$ cat src/sv/cppd_pkg.sv
// shared types, constants and saturation helpers for the projection block
package cppd_pkg;

	localparam int WORD_W = 32;
	localparam int FRAC   = 24;
	localparam int ACC_W  = 36;
	localparam int OPND_W = 34;
	localparam int PROD_W = 66;

	localparam logic [2:0] REG_FOCAL     = 3'd0;
	localparam logic [2:0] REG_PRINCIPAL = 3'd1;
	localparam logic [2:0] REG_RAD_NUM   = 3'd2;
	localparam logic [2:0] REG_RAD_MIX   = 3'd3;
	localparam logic [2:0] REG_RAD_DEN   = 3'd4;
	localparam logic [2:0] REG_TANG      = 3'd5;
	localparam logic [2:0] REG_IMAGE     = 3'd6;
	localparam logic [2:0] REG_MIN_DIST  = 3'd7;

	localparam logic [31:0] MIN_DIST_RST = 32'h000A_0000;

	typedef logic signed [WORD_W-1:0] word_t;
	typedef logic signed [ACC_W-1:0]  acc_t;
	typedef logic signed [OPND_W-1:0] opnd_t;

	typedef enum logic [3:0] {
		ST_IDLE,
		ST_XGO,
		ST_XWAIT,
		ST_YGO,
		ST_YWAIT,
		ST_POLY,
		ST_CGO,
		ST_CWAIT,
		ST_TAN,
		ST_DIST,
		ST_OUT
	} state_t;

	function automatic word_t sat_sign(input logic neg);
		sat_sign = neg ? {1'b1, {(WORD_W-1){1'b0}}} : {1'b0, {(WORD_W-1){1'b1}}};
	endfunction

	function automatic word_t sat_word(input acc_t v);
		acc_t hi;
		acc_t lo;
		hi = acc_t'({1'b0, {(WORD_W-1){1'b1}}});
		lo = -hi - acc_t'(1);
		if (v > hi)
			sat_word = sat_sign(1'b0);
		else if (v < lo)
			sat_word = sat_sign(1'b1);
		else
			sat_word = v[WORD_W-1:0];
	endfunction

	function automatic acc_t ext_acc(input word_t v);
		ext_acc = acc_t'(v);
	endfunction

	function automatic opnd_t ext_opnd(input word_t v);
		ext_opnd = opnd_t'(v);
	endfunction

endpackage

$ cat src/sv/cppd_mul.sv
// shared signed multiplier with q24 truncation and saturation
module cppd_mul (
	input  logic                        clk,
	input  cppd_pkg::opnd_t             a,
	input  cppd_pkg::opnd_t             b,
	output logic [63:0]                 prod,
	output cppd_pkg::word_t             mq
);
	import cppd_pkg::*;

	logic [OPND_W-1:0] a_abs;
	logic [OPND_W-1:0] b_abs;
	logic [PROD_W-1:0] prod_s1;
	logic              neg_s1;
	logic [WORD_W-1:0] mag;

	assign a_abs = a[OPND_W-1] ? OPND_W'(-a) : OPND_W'(a);
	assign b_abs = b[OPND_W-1] ? OPND_W'(-b) : OPND_W'(b);

	always_ff @(posedge clk) begin
		prod_s1 <= PROD_W'(a_abs[OPND_W-2:0]) * PROD_W'(b_abs[OPND_W-2:0]);
		neg_s1  <= a[OPND_W-1] ^ b[OPND_W-1];
	end

	assign prod = prod_s1[63:0];
	assign mag  = {1'b0, prod_s1[FRAC+WORD_W-2:FRAC]};

	always_comb begin
		if (|prod_s1[PROD_W-1:FRAC+WORD_W-1])
			mq = sat_sign(neg_s1);
		else
			mq = neg_s1 ? word_t'(-mag) : word_t'(mag);
	end
endmodule

$ cat config.mk
export PLATFORM = sky130hd
export DESIGN_NAME = cppd_mul
export DESIGN_NICKNAME = d
export VERILOG_FILES = /design/src/sv/cppd_pkg.sv /design/src/sv/cppd_mul.sv
export SDC_FILE = /design/constraint.sdc
export NUM_CORES = 2
export LEC_CHECK = 0
export ABC_AREA = 0
export BUFFER_PORTS_ARGS = -buffer_cell sky130_fd_sc_hd__buf_4
export CORE_UTILIZATION = 60
export CTS_CLUSTER_DIAMETER = 30
export DETAILED_ROUTE_END_ITERATION = 12
export PLACE_DENSITY_LB_ADDON = 0.12
export SKIP_LAST_GASP = 1
export SYNTH_ARGS = -nofsm -noshare
export SYNTH_HDL_FRONTEND = slang
export SYNTH_SLANG_ARGS = --single-unit
$ cat constraint.sdc
create_clock -name clk -period 37.2 [get_ports clk]
set_clock_uncertainty 0.2 [all_clocks]
set_input_delay 11.16 -clock clk [delete_from_list [all_inputs] [get_ports clk]]
set_output_delay 11.16 -clock clk [all_outputs]
set_load 0.05 [all_outputs]
==> impl_results.md <==
* CTS tree: done
* Crit path launch: b[0]
* Maximum number of pins on one net before global-route repair at 55
* Count of cells resized by post-cts repair at 0
* Slowest Stage Delay on Critical Path at ~0.87 ns
* Initial Util at 0.610
* DR vias at 31231
* Post-Syn Nets at between 5000 and 6000
* Master of the slowest instance on the critical path: sky130_fd_sc_hd__o311ai_0
* Post-Syn Area at 0.0387 sq mm
* Arrival @ worst endpoint at 22.41 ns
* Number of buffers created by CTS at 9
* EDFF count, synth at 0
* Max Cap Violations at 0
* I/O Buffers at 164
* Simple-gate share of the synthesized area at 0.149
* Most prevalent standard cell on the critical path: sky130_fd_sc_hd__fa_1
* Wire length of the first global-routing pass at between 150 and 200 mm
* Final Max Slew Viols at 0
* Total negative slack at 0 ns
* Number of core rows at 92
* Final clock period utilization by the worst path at 0.602
* Clock period minus final worst setup slack at 22.38 ns
* Total setup buffers inserted after CTS at 0
* Number of iterations in the first detailed-routing pass at 6
* DRC Markers at 0
* Post-Synthesis Mean Instance Area at 8.51 sq um
* Overall routed net length at 123 mm
* Count of clock tree sinks at 67
* Final setup vio count at 0
* Hold Path Origin: a[33]
* Synthesized instance count at 4542
* Number of failing hold endpoints at the final stage at 0
* HP Class: in -> reg
* Fmax at between 0.04 and 0.05 GHz
* Initial antenna violation count at 3
* Endpoint type of the worst setup path: flop
* Slew of the pin with the lowest slew margin at ~1.4 ns
* Total number of H-tree levels at 3
* Number of vias per cell at 5.77
* Adder-cell area share of the yosys netlist at 0.583
* Required time of the critical path at 37.23 ns
* Antenna viol nets, final at 0
* Most common cell after layout, fill and taps aside: sky130_fd_sc_hd__inv_1
* Xor and xnor fraction of the mapped netlist area at 0.0434
* Iteration-0 DRC count of the detailed router at 2843
* Flip-flop and latch count after synthesis at 67
* Remaining max-slew budget at the tightest pin at 0.0598
* Via count of the first global-routing pass at 32602
* Die Y-Extent at 256 microns
* Share of layout cells above drive strength 1 at 0.0782
* Commonest non-fill, non-tap cells in the layout: sky130_fd_sc_hd__inv_1 (1018), sky130_fd_sc_hd__fa_1 (958), sky130_fd_sc_hd__nand2_1 (653), sky130_fd_sc_hd__nor2_1 (587), sky130_fd_sc_hd__buf_4 (287)
* Signed area change from the synthesized netlist to the final layout at 6.62%
* Synthesized-area fraction occupied by ao, oa, aoi and oai cells at 0.0566
* Post-synthesis mux area share at 0.00159
* Yosys warning total at 0
* DPL Wire Length at 98.4 mm
* Setup repair after global routing missed its margin: no
* Placer Congestion at around 1.0
* Post-synth cell types at 66
* Number of nets in the layout at 5856
* Inserted Diodes at 0
* Count of hold buffers inserted by post-cts repair at 0
* Number of primary I/O pins at approximately 170
* Result of the run: complete, no violations
* Combinational family with the most area after synthesis: adder cells
* Worst setup SP type: input port
* Proportion of synthesized chip area in sequential cells at 0.0347
* Post-synth top flop: sky130_fd_sc_hd__dfxtp_1
* Full die area at 0.0655 sq mm
* Overall routing resource usage at 0.387
* Residual overflow from global routing at 0
* Core Region at ~0.063 sq mm
* Root Driver: sky130_fd_sc_hd__clkbuf_16
* Post-DR wirelength/cell at ~23 microns
* Die Wd at 256 microns
* Post-CTS clock slew at the launch and capture registers of the worst setup and hold paths at 0.06 ns
* Start-to-end type of the worst setup path: in -> reg
* Maximum clock path buffer count at 2
* Largest fanout on the critical path at 31
* Async set-reset flop share out of synthesis at 0
-- state kept, by name, summed over array words and instances, names as in the netlist --
name / count
prod_s1: 66
neg_s1: 1
-- path summary, 6_finish.rpt --
| path | end | slack, ns | depth (start not counted) |
|---|---|---|---|
| setup / recovery | prod_s1[61]$_DFF_P_ | 14.82 | 33 |
| hold / removal | neg_s1$_DFF_P_ | 11.21 | 2 |
-- cells by family (layout without fill, tap and decap cells) --
kind of cell / count (synthesis) / after routing
buffers and inverters: 1297 / 1321
AOI/OAI and AO/OA: 340 / 340
xor gates and xnor gates: 190 / 190
and+or+nand+nor: 1416 / 1416
muxes: 6 / 6
DFF: 67 / 67
adders and majority gates: 1226 / 1226
-- area by class of cell --
type	instances	area, sq um
Clock inverter	7	80.1
Multi-Input combinational cell	3178	32500
Sequential cell	67	1340
Inverter	1018	3820
Timing Repair Buffer	287	2150
Fill cell	5491	22200
Tap cell	846	1060
Clock buffer	9	225
-- critical path, delay by kind of cell --
family / cells / cell delay (ns)
AO/OA/AOI/OAI: 5 / 2.51
XOR/XNOR: 2 / 0.90
adder cells (fa/ha/maj): 10 / 4.62
AND/OR/NAND/NOR: 8 / 2.12
buffers and inverters: 8 / 1.09
-- cells in the mapped netlist, drive strengths merged (66+ instances only) --
cell type	count	area (sq um)
fa	958	19200
inv	1018	3820
xor2	91	812
nand2	653	2450
nor2	587	2200
clkbuf	208	781
ha	268	3350
xnor2	99	867
dfxtp	67	1340
buf	71	517
o21ai	66	330
a21oi	112	561
-- layer usage --
layer	up-vias	wire [microns]	GRT usage	share of wire
met5	-	0	0	0
met4	0	10300	0.259	0.084
met3	479	13800	0.0880	0.11
met2	1761	55500	0.598	0.45
met1	15639	43000	0.489	0.35
li1	13352	-	-	-
-- through the flow --
stage	worst slack, ns	instances	util	cell area (sq um)	hold WS, ns
2_1_floorplan	16.10	4542	-	38700	11.33
5_1_grt	14.40	5412	0.650	41200	11.20
4_1_cts	15.02	5412	0.650	41200	11.19
6_report	14.82	5412	0.650	41200	11.21
3_3_place_gp	14.83	5396	0.645	40900	11.41
3_5_place_dp	14.68	5396	0.645	40900	11.41
Power is not shown: default switching activity piles up to over one toggle a cycle in this logic, so the estimate is an artifact.
