==> config.mk <==
export PLATFORM = sky130hd
export DESIGN_NAME = cppd_div
export DESIGN_NICKNAME = d
export VERILOG_FILES = /design/src/sv/cppd_pkg.sv /design/src/sv/cppd_div.sv
export SDC_FILE = /design/constraint.sdc
export NUM_CORES = 1
export LEC_CHECK = 0
export BUFFER_PORTS_ARGS = -buffer_cell sky130_fd_sc_hd__buf_2
export CAP_MARGIN = 0
export CELL_PAD_IN_SITES_DETAIL_PLACEMENT = 0
export CELL_PAD_IN_SITES_GLOBAL_PLACEMENT = 1
export CORE_MARGIN = 4
export CORE_UTILIZATION = 47
export DETAILED_ROUTE_END_ITERATION = 7
export GPL_ROUTABILITY_DRIVEN = 0
export PLACE_DENSITY = 0.82
export SETUP_SLACK_MARGIN = 0.3
export SLEW_MARGIN = 40
export SYNTH_ARGS = -nofsm -noshare
export SYNTH_HDL_FRONTEND = slang
export SYNTH_SLANG_ARGS = --single-unit
==> constraint.sdc <==
create_clock -name clk -period 8.35 [get_ports clk]
set_input_delay 0.4175 -clock clk [delete_from_list [all_inputs] [get_ports clk]]
set_output_delay 0.4175 -clock clk [all_outputs]
set_load 0.05 [all_outputs]
==> src/sv/cppd_pkg.sv <==
// shared types, constants and saturation helpers for the projection block
package cppd_pkg;

	localparam int WORD_W = 32;
	localparam int FRAC   = 24;
	localparam int ACC_W  = 36;
	localparam int OPND_W = 34;
	localparam int PROD_W = 66;

	localparam logic [2:0] REG_FOCAL     = 3'd0;
	localparam logic [2:0] REG_PRINCIPAL = 3'd1;
	localparam logic [2:0] REG_RAD_NUM   = 3'd2;
	localparam logic [2:0] REG_RAD_MIX   = 3'd3;
	localparam logic [2:0] REG_RAD_DEN   = 3'd4;
	localparam logic [2:0] REG_TANG      = 3'd5;
	localparam logic [2:0] REG_IMAGE     = 3'd6;
	localparam logic [2:0] REG_MIN_DIST  = 3'd7;

	localparam logic [31:0] MIN_DIST_RST = 32'h000A_0000;

	typedef logic signed [WORD_W-1:0] word_t;
	typedef logic signed [ACC_W-1:0]  acc_t;
	typedef logic signed [OPND_W-1:0] opnd_t;

	typedef enum logic [3:0] {
		ST_IDLE,
		ST_XGO,
		ST_XWAIT,
		ST_YGO,
		ST_YWAIT,
		ST_POLY,
		ST_CGO,
		ST_CWAIT,
		ST_TAN,
		ST_DIST,
		ST_OUT
	} state_t;

	function automatic word_t sat_sign(input logic neg);
		sat_sign = neg ? {1'b1, {(WORD_W-1){1'b0}}} : {1'b0, {(WORD_W-1){1'b1}}};
	endfunction

	function automatic word_t sat_word(input acc_t v);
		acc_t hi;
		acc_t lo;
		hi = acc_t'({1'b0, {(WORD_W-1){1'b1}}});
		lo = -hi - acc_t'(1);
		if (v > hi)
			sat_word = sat_sign(1'b0);
		else if (v < lo)
			sat_word = sat_sign(1'b1);
		else
			sat_word = v[WORD_W-1:0];
	endfunction

	function automatic acc_t ext_acc(input word_t v);
		ext_acc = acc_t'(v);
	endfunction

	function automatic opnd_t ext_opnd(input word_t v);
		ext_opnd = opnd_t'(v);
	endfunction

endpackage

==> src/sv/cppd_div.sv <==
// radix-4 restoring divider for q24 quotients, two bits a cycle
module cppd_div (
	input  logic            clk,
	input  logic            arst_n,
	input  logic            start,
	input  cppd_pkg::word_t num,
	input  cppd_pkg::word_t den,
	output logic            done,
	output cppd_pkg::word_t quo
);
	import cppd_pkg::*;

	logic [31:0] un;
	logic [31:0] ud;
	logic [31:0] ud_q;
	logic [31:0] rem_q;
	logic [31:0] dd_q;
	logic [31:0] quo_q;
	logic        neg_q;
	logic        busy_q;
	logic        fin_q;
	logic [3:0]  cnt_q;
	word_t       res_q;
	logic [32:0] r1;
	logic [32:0] r2;
	logic        b1;
	logic        b2;
	logic [31:0] r1n;
	logic [31:0] r2n;
	logic [31:0] nquo;
	logic        ovf;

	assign un  = num[31] ? 32'(-num) : 32'(num);
	assign ud  = den[31] ? 32'(-den) : 32'(den);
	assign ovf = {7'd0, un} >= {ud, 7'd0};

	always_comb begin
		r1  = {rem_q, dd_q[31]};
		b1  = r1 >= {1'b0, ud_q};
		r1n = b1 ? 32'(r1 - {1'b0, ud_q}) : r1[31:0];
		r2  = {r1n, dd_q[30]};
		b2  = r2 >= {1'b0, ud_q};
		r2n = b2 ? 32'(r2 - {1'b0, ud_q}) : r2[31:0];
		nquo = {quo_q[29:0], b1, b2};
	end

	always_ff @(posedge clk or negedge arst_n) begin
		if (!arst_n) begin
			busy_q <= 1'b0;
			fin_q  <= 1'b0;
			cnt_q  <= '0;
		end else begin
			fin_q <= 1'b0;
			if (start) begin
				cnt_q <= '0;
				if (den == '0 || ovf) begin
					busy_q <= 1'b0;
					fin_q  <= 1'b1;
				end else begin
					busy_q <= 1'b1;
				end
			end else if (busy_q) begin
				cnt_q <= cnt_q + 4'd1;
				if (cnt_q == 4'd15) begin
					busy_q <= 1'b0;
					fin_q  <= 1'b1;
				end
			end
		end
	end

	always_ff @(posedge clk) begin
		if (start) begin
			neg_q <= num[31] ^ den[31];
			ud_q  <= ud;
			rem_q <= {8'd0, un[31:8]};
			dd_q  <= {un[7:0], 24'd0};
			quo_q <= '0;
			if (den == '0)
				res_q <= (num == '0) ? word_t'(0) : sat_sign(num[31]);
			else if (ovf)
				res_q <= sat_sign(num[31] ^ den[31]);
		end else if (busy_q) begin
			rem_q <= r2n;
			dd_q  <= {dd_q[29:0], 2'b00};
			quo_q <= nquo;
			if (cnt_q == 4'd15)
				res_q <= neg_q ? word_t'(-nquo) : word_t'(nquo);
		end
	end

	assign done = fin_q;
	assign quo  = res_q;
endmodule

==> metrics <==
status=complete, no violations; Starting Density=between 40% and 50%; Syn Area/Cell=~9 sq um; Clock Tree Buf Depth=2; post-DP HPWL=about 25 mm; I/O pin count=100; Comb pwr share=68.4%; worst-margin pin slew=about 740 ps; Layout area overhead=11.5%; number of buffers created by CTS=17; relative slew slack=between 50% and 60%; initial antenna violation count=5; die width=168 microns; leading post-synthesis cells by cell area=edfxtp_1 (24%), ha_1 (9.7%), dfxtp_1 (6.3%); Worst path slowest cell=a311oi_1; internal power=roughly 2800 uW; Via density=just under 6; WL per Instance=18.6 microns; synth unique cells=74; Seq/Total Area, Yosys=between 30% and 40%; #FFs+latches synth=141; share of layout cells above drive strength 1=between 10% and 20%; CP startpoint kind=register; Sink Count=141; CTS root buf=clkbuf_16; Synthesis Warnings=0; # port buffers=99; Synth Cell Area=12,000 sq um; hold slack=263 ps; worst hold path type=input port to register; std cell rows=58; power per cell area=just over 400 nW/um^2; critical path class=register to register; fin. max-slew vios=0; switch share=about 48%; drt total wl=around 33 mm; Post-synth ARST share=between 4 and 5%; required time of the critical path=between 8000 and 9000 ps; fin nets=approximately 1,600; clock power share=a little over an eighth; DR vias=~11,000; sequential group share of total power=between 10% and 20%; gr usage total=between 20% and 30%; post-synthesis cell count=1,377; EDFF count, synth=97; max frequency=132 MHz; Worst VDD drop=about 0.22 mV; cell taking the most area after synthesis=edfxtp_1; CP Capture Type=register; top_reg_cell synth=edfxtp_1; Overflow after GRT=0; postcts setup bufs=0; leak pwr=slightly below 0.006 uW; fin crit share=about nine tenths; H-tree levels=4; Yosys top cell area share=24.2%; Fin. Hold Viols=0; fin crit period=~7600 ps; antenna viol nets, final=0; Clock transition at path regs=approximately 70 ps; Setup TNS=0 ps; crit-path max FO=5; largest net degree at the start of global routing=78; die area=28,200 sq um; Remaining DRCs=0; final core occ=between 50% and 60%; core region area=roughly 25,000 sq um; NetSw=roughly 2600 uW; register-to-register setup slack=between 700 and 800 ps; Initial DRC Count=about 990; vias in the first global route=9,893; CP max stage delay=between 500 and 600 ps; die height=roughly 170 microns; Clock Skew=approximately 16 ps; Skew-Pair Late Insertion Delay=between 400 and 500 ps; net count after synthesis=between 1,500 and 2,000; RSZ-0062 raised after global routing=false; CTS tree=yes; Crit path arrival time=7750 ps; Initial DRT Pass Iterations=6; final setup violation count=0; Max-cap violations=0; first-pass GRT wire length=between 50 and 60 mm
-- stage by stage --
stage          power [uW]  std cells  cell area (sq um)  setup slack (ps)
4_1_cts              5410       1789              13400               508
2_1_floorplan        3840       1377              12000              1210
3_3_place_gp         4660       1756              12800               701
3_5_place_dp         4660       1756              12800               547
6_report             5480       1793              13400               757
5_1_grt              5940       1793              13400               333
-- final cells by class --
| cell class | count | area [sq um] |
|---|---|---|
| inverters | 79 | 297 |
| repair buffers | 114 | 626 |
| clock inverters | 13 | 100 |
| diodes | 3 | 7.51 |
| multi-input cells | 1094 | 7700 |
| flip-flops and latches | 141 | 3820 |
| clock buffers | 19 | 454 |
| fillers | 2347 | 11800 |
| well taps | 330 | 413 |
-- cells in the mapped netlist, types with 8 or more instances --
cell      number
nand2b_1      23
clkbuf_1      41
mux2i_1       39
or2_2          9
or3_1         11
mux2_2        27
nand4_1       24
xor2_1        61
ha_1          93
nor3_1        22
a211oi_1      12
a21o_1        38
nand3_1       27
o41ai_1       13
o31ai_1       30
o21a_1        15
edfxtp_1      97
o21ai_0       92
buf_2          8
a31oi_1       24
nor2b_1        9
nor4_1        17
nor2_1       119
buf_1         10
inv_1         79
nand2_1      112
or4_1         11
dfxtp_1       38
xnor2_1       78
a21oi_1       71
-- per-layer routing --
layer	global-route usage, %	vias up	part of all wire, %
li1	-	5227	-
met1	34.5	4933	49
met2	35.4	338	44
met3	3.80	38	6.1
met4	5.58	4	1.6
met5	0	-	0.042
-- final timing paths --
| path | startpoint | endpoint | depth (start not counted) |
|---|---|---|---|
| worst min-delay path | den[0] | ud_q[0]$_DFFE_PP_ | 1 |
| max in group asynchronous | arst_n | busy_q$_DFF_PN0_ | 2 |
| worst max-delay path | dd_q[31]$_DFFE_PP_ | quo[28]$_DFFE_PP_ | 31 |
| worst max register to register | dd_q[31]$_DFFE_PP_ | quo[28]$_DFFE_PP_ | 31 |
| worst min register to register | rem_q[29]$_SDFFE_PP0P_ | rem_q[29]$_SDFFE_PP0P_ | 2 |
| min in group asynchronous | arst_n | done$_DFF_PN0_ | 2 |
-- power by group through the flow --
| stage | combinational, uW | clock [uW] | sequential, uW |
|---|---|---|---|
| finish | 3750 | 731 | 1000 |
| global route | 4150 | 775 | 1010 |
| CTS | 3670 | 742 | 1000 |
| detailed placement | 3650 | 0 | 1020 |
| global placement | 3650 | 0 | 1010 |
| floorplan | 2800 | 0 | 1040 |
-- cell families (layout without fill, tap and decap cells) --
logic type                 Yosys count  after routing  synth area share, %
and+or+nand+nor                    422            422                 17.3
AOI/OAI and AO/OA                  372            372                 20.4
buffers and inverters              142            225                 4.64
DFF                                141            141                 31.8
xor gates and xnor gates           139            139                 10.1
adders and majority gates           95             95                 10.0
muxes                               66             66                 5.77
other                                0              3                    0
-- sequential cells by signal, indices dropped and copies added (netlist names), 4 cells and up --
name and count:
quo_q 30, ud_q 32, cnt_q 4, rem_q 32
quo 32, dd_q 8
-- timing repair --
action,4_1_cts,5_1_grt
hold endpoints to repair,6,0
resized for setup,0,7
hold buffers,1,0
endpoints found under the setup margin,0,7
-- critical path: cells and delay by family (launching register included) --
family / cells / cell delay [ps]
AND/OR/NAND/NOR: 8 / 1930
AO/OA/AOI/OAI: 13 / 3030
XOR/XNOR: 2 / 340
buffers and inverters: 3 / 220
flip-flops: 1 / 410
multiplexers: 1 / 300
adder cells (fa/ha/maj): 4 / 1090
-- cells in the final DEF, fill, tap and decap left out, drive strengths merged, types with 9 or more instances in the layout --
master and n:
or2 11, nor2b 9, nand3 27, o41ai 13, clkbuf 19, a21o 38
o21ai 100, mux2 27, nor4 18, inv 86, buf 113, a31oi 24
nand2b 23, edfxtp 97, o31ai 31, ha 93, o21a 15, or4 14
xnor2 78, nand4 24, dfxtp 38, nor3 22, a21oi 71, nand2 112
a211oi 12, or3 11, mux2i 39, xor2 61, nor2 119
Power figures use the tool's default switching activity.
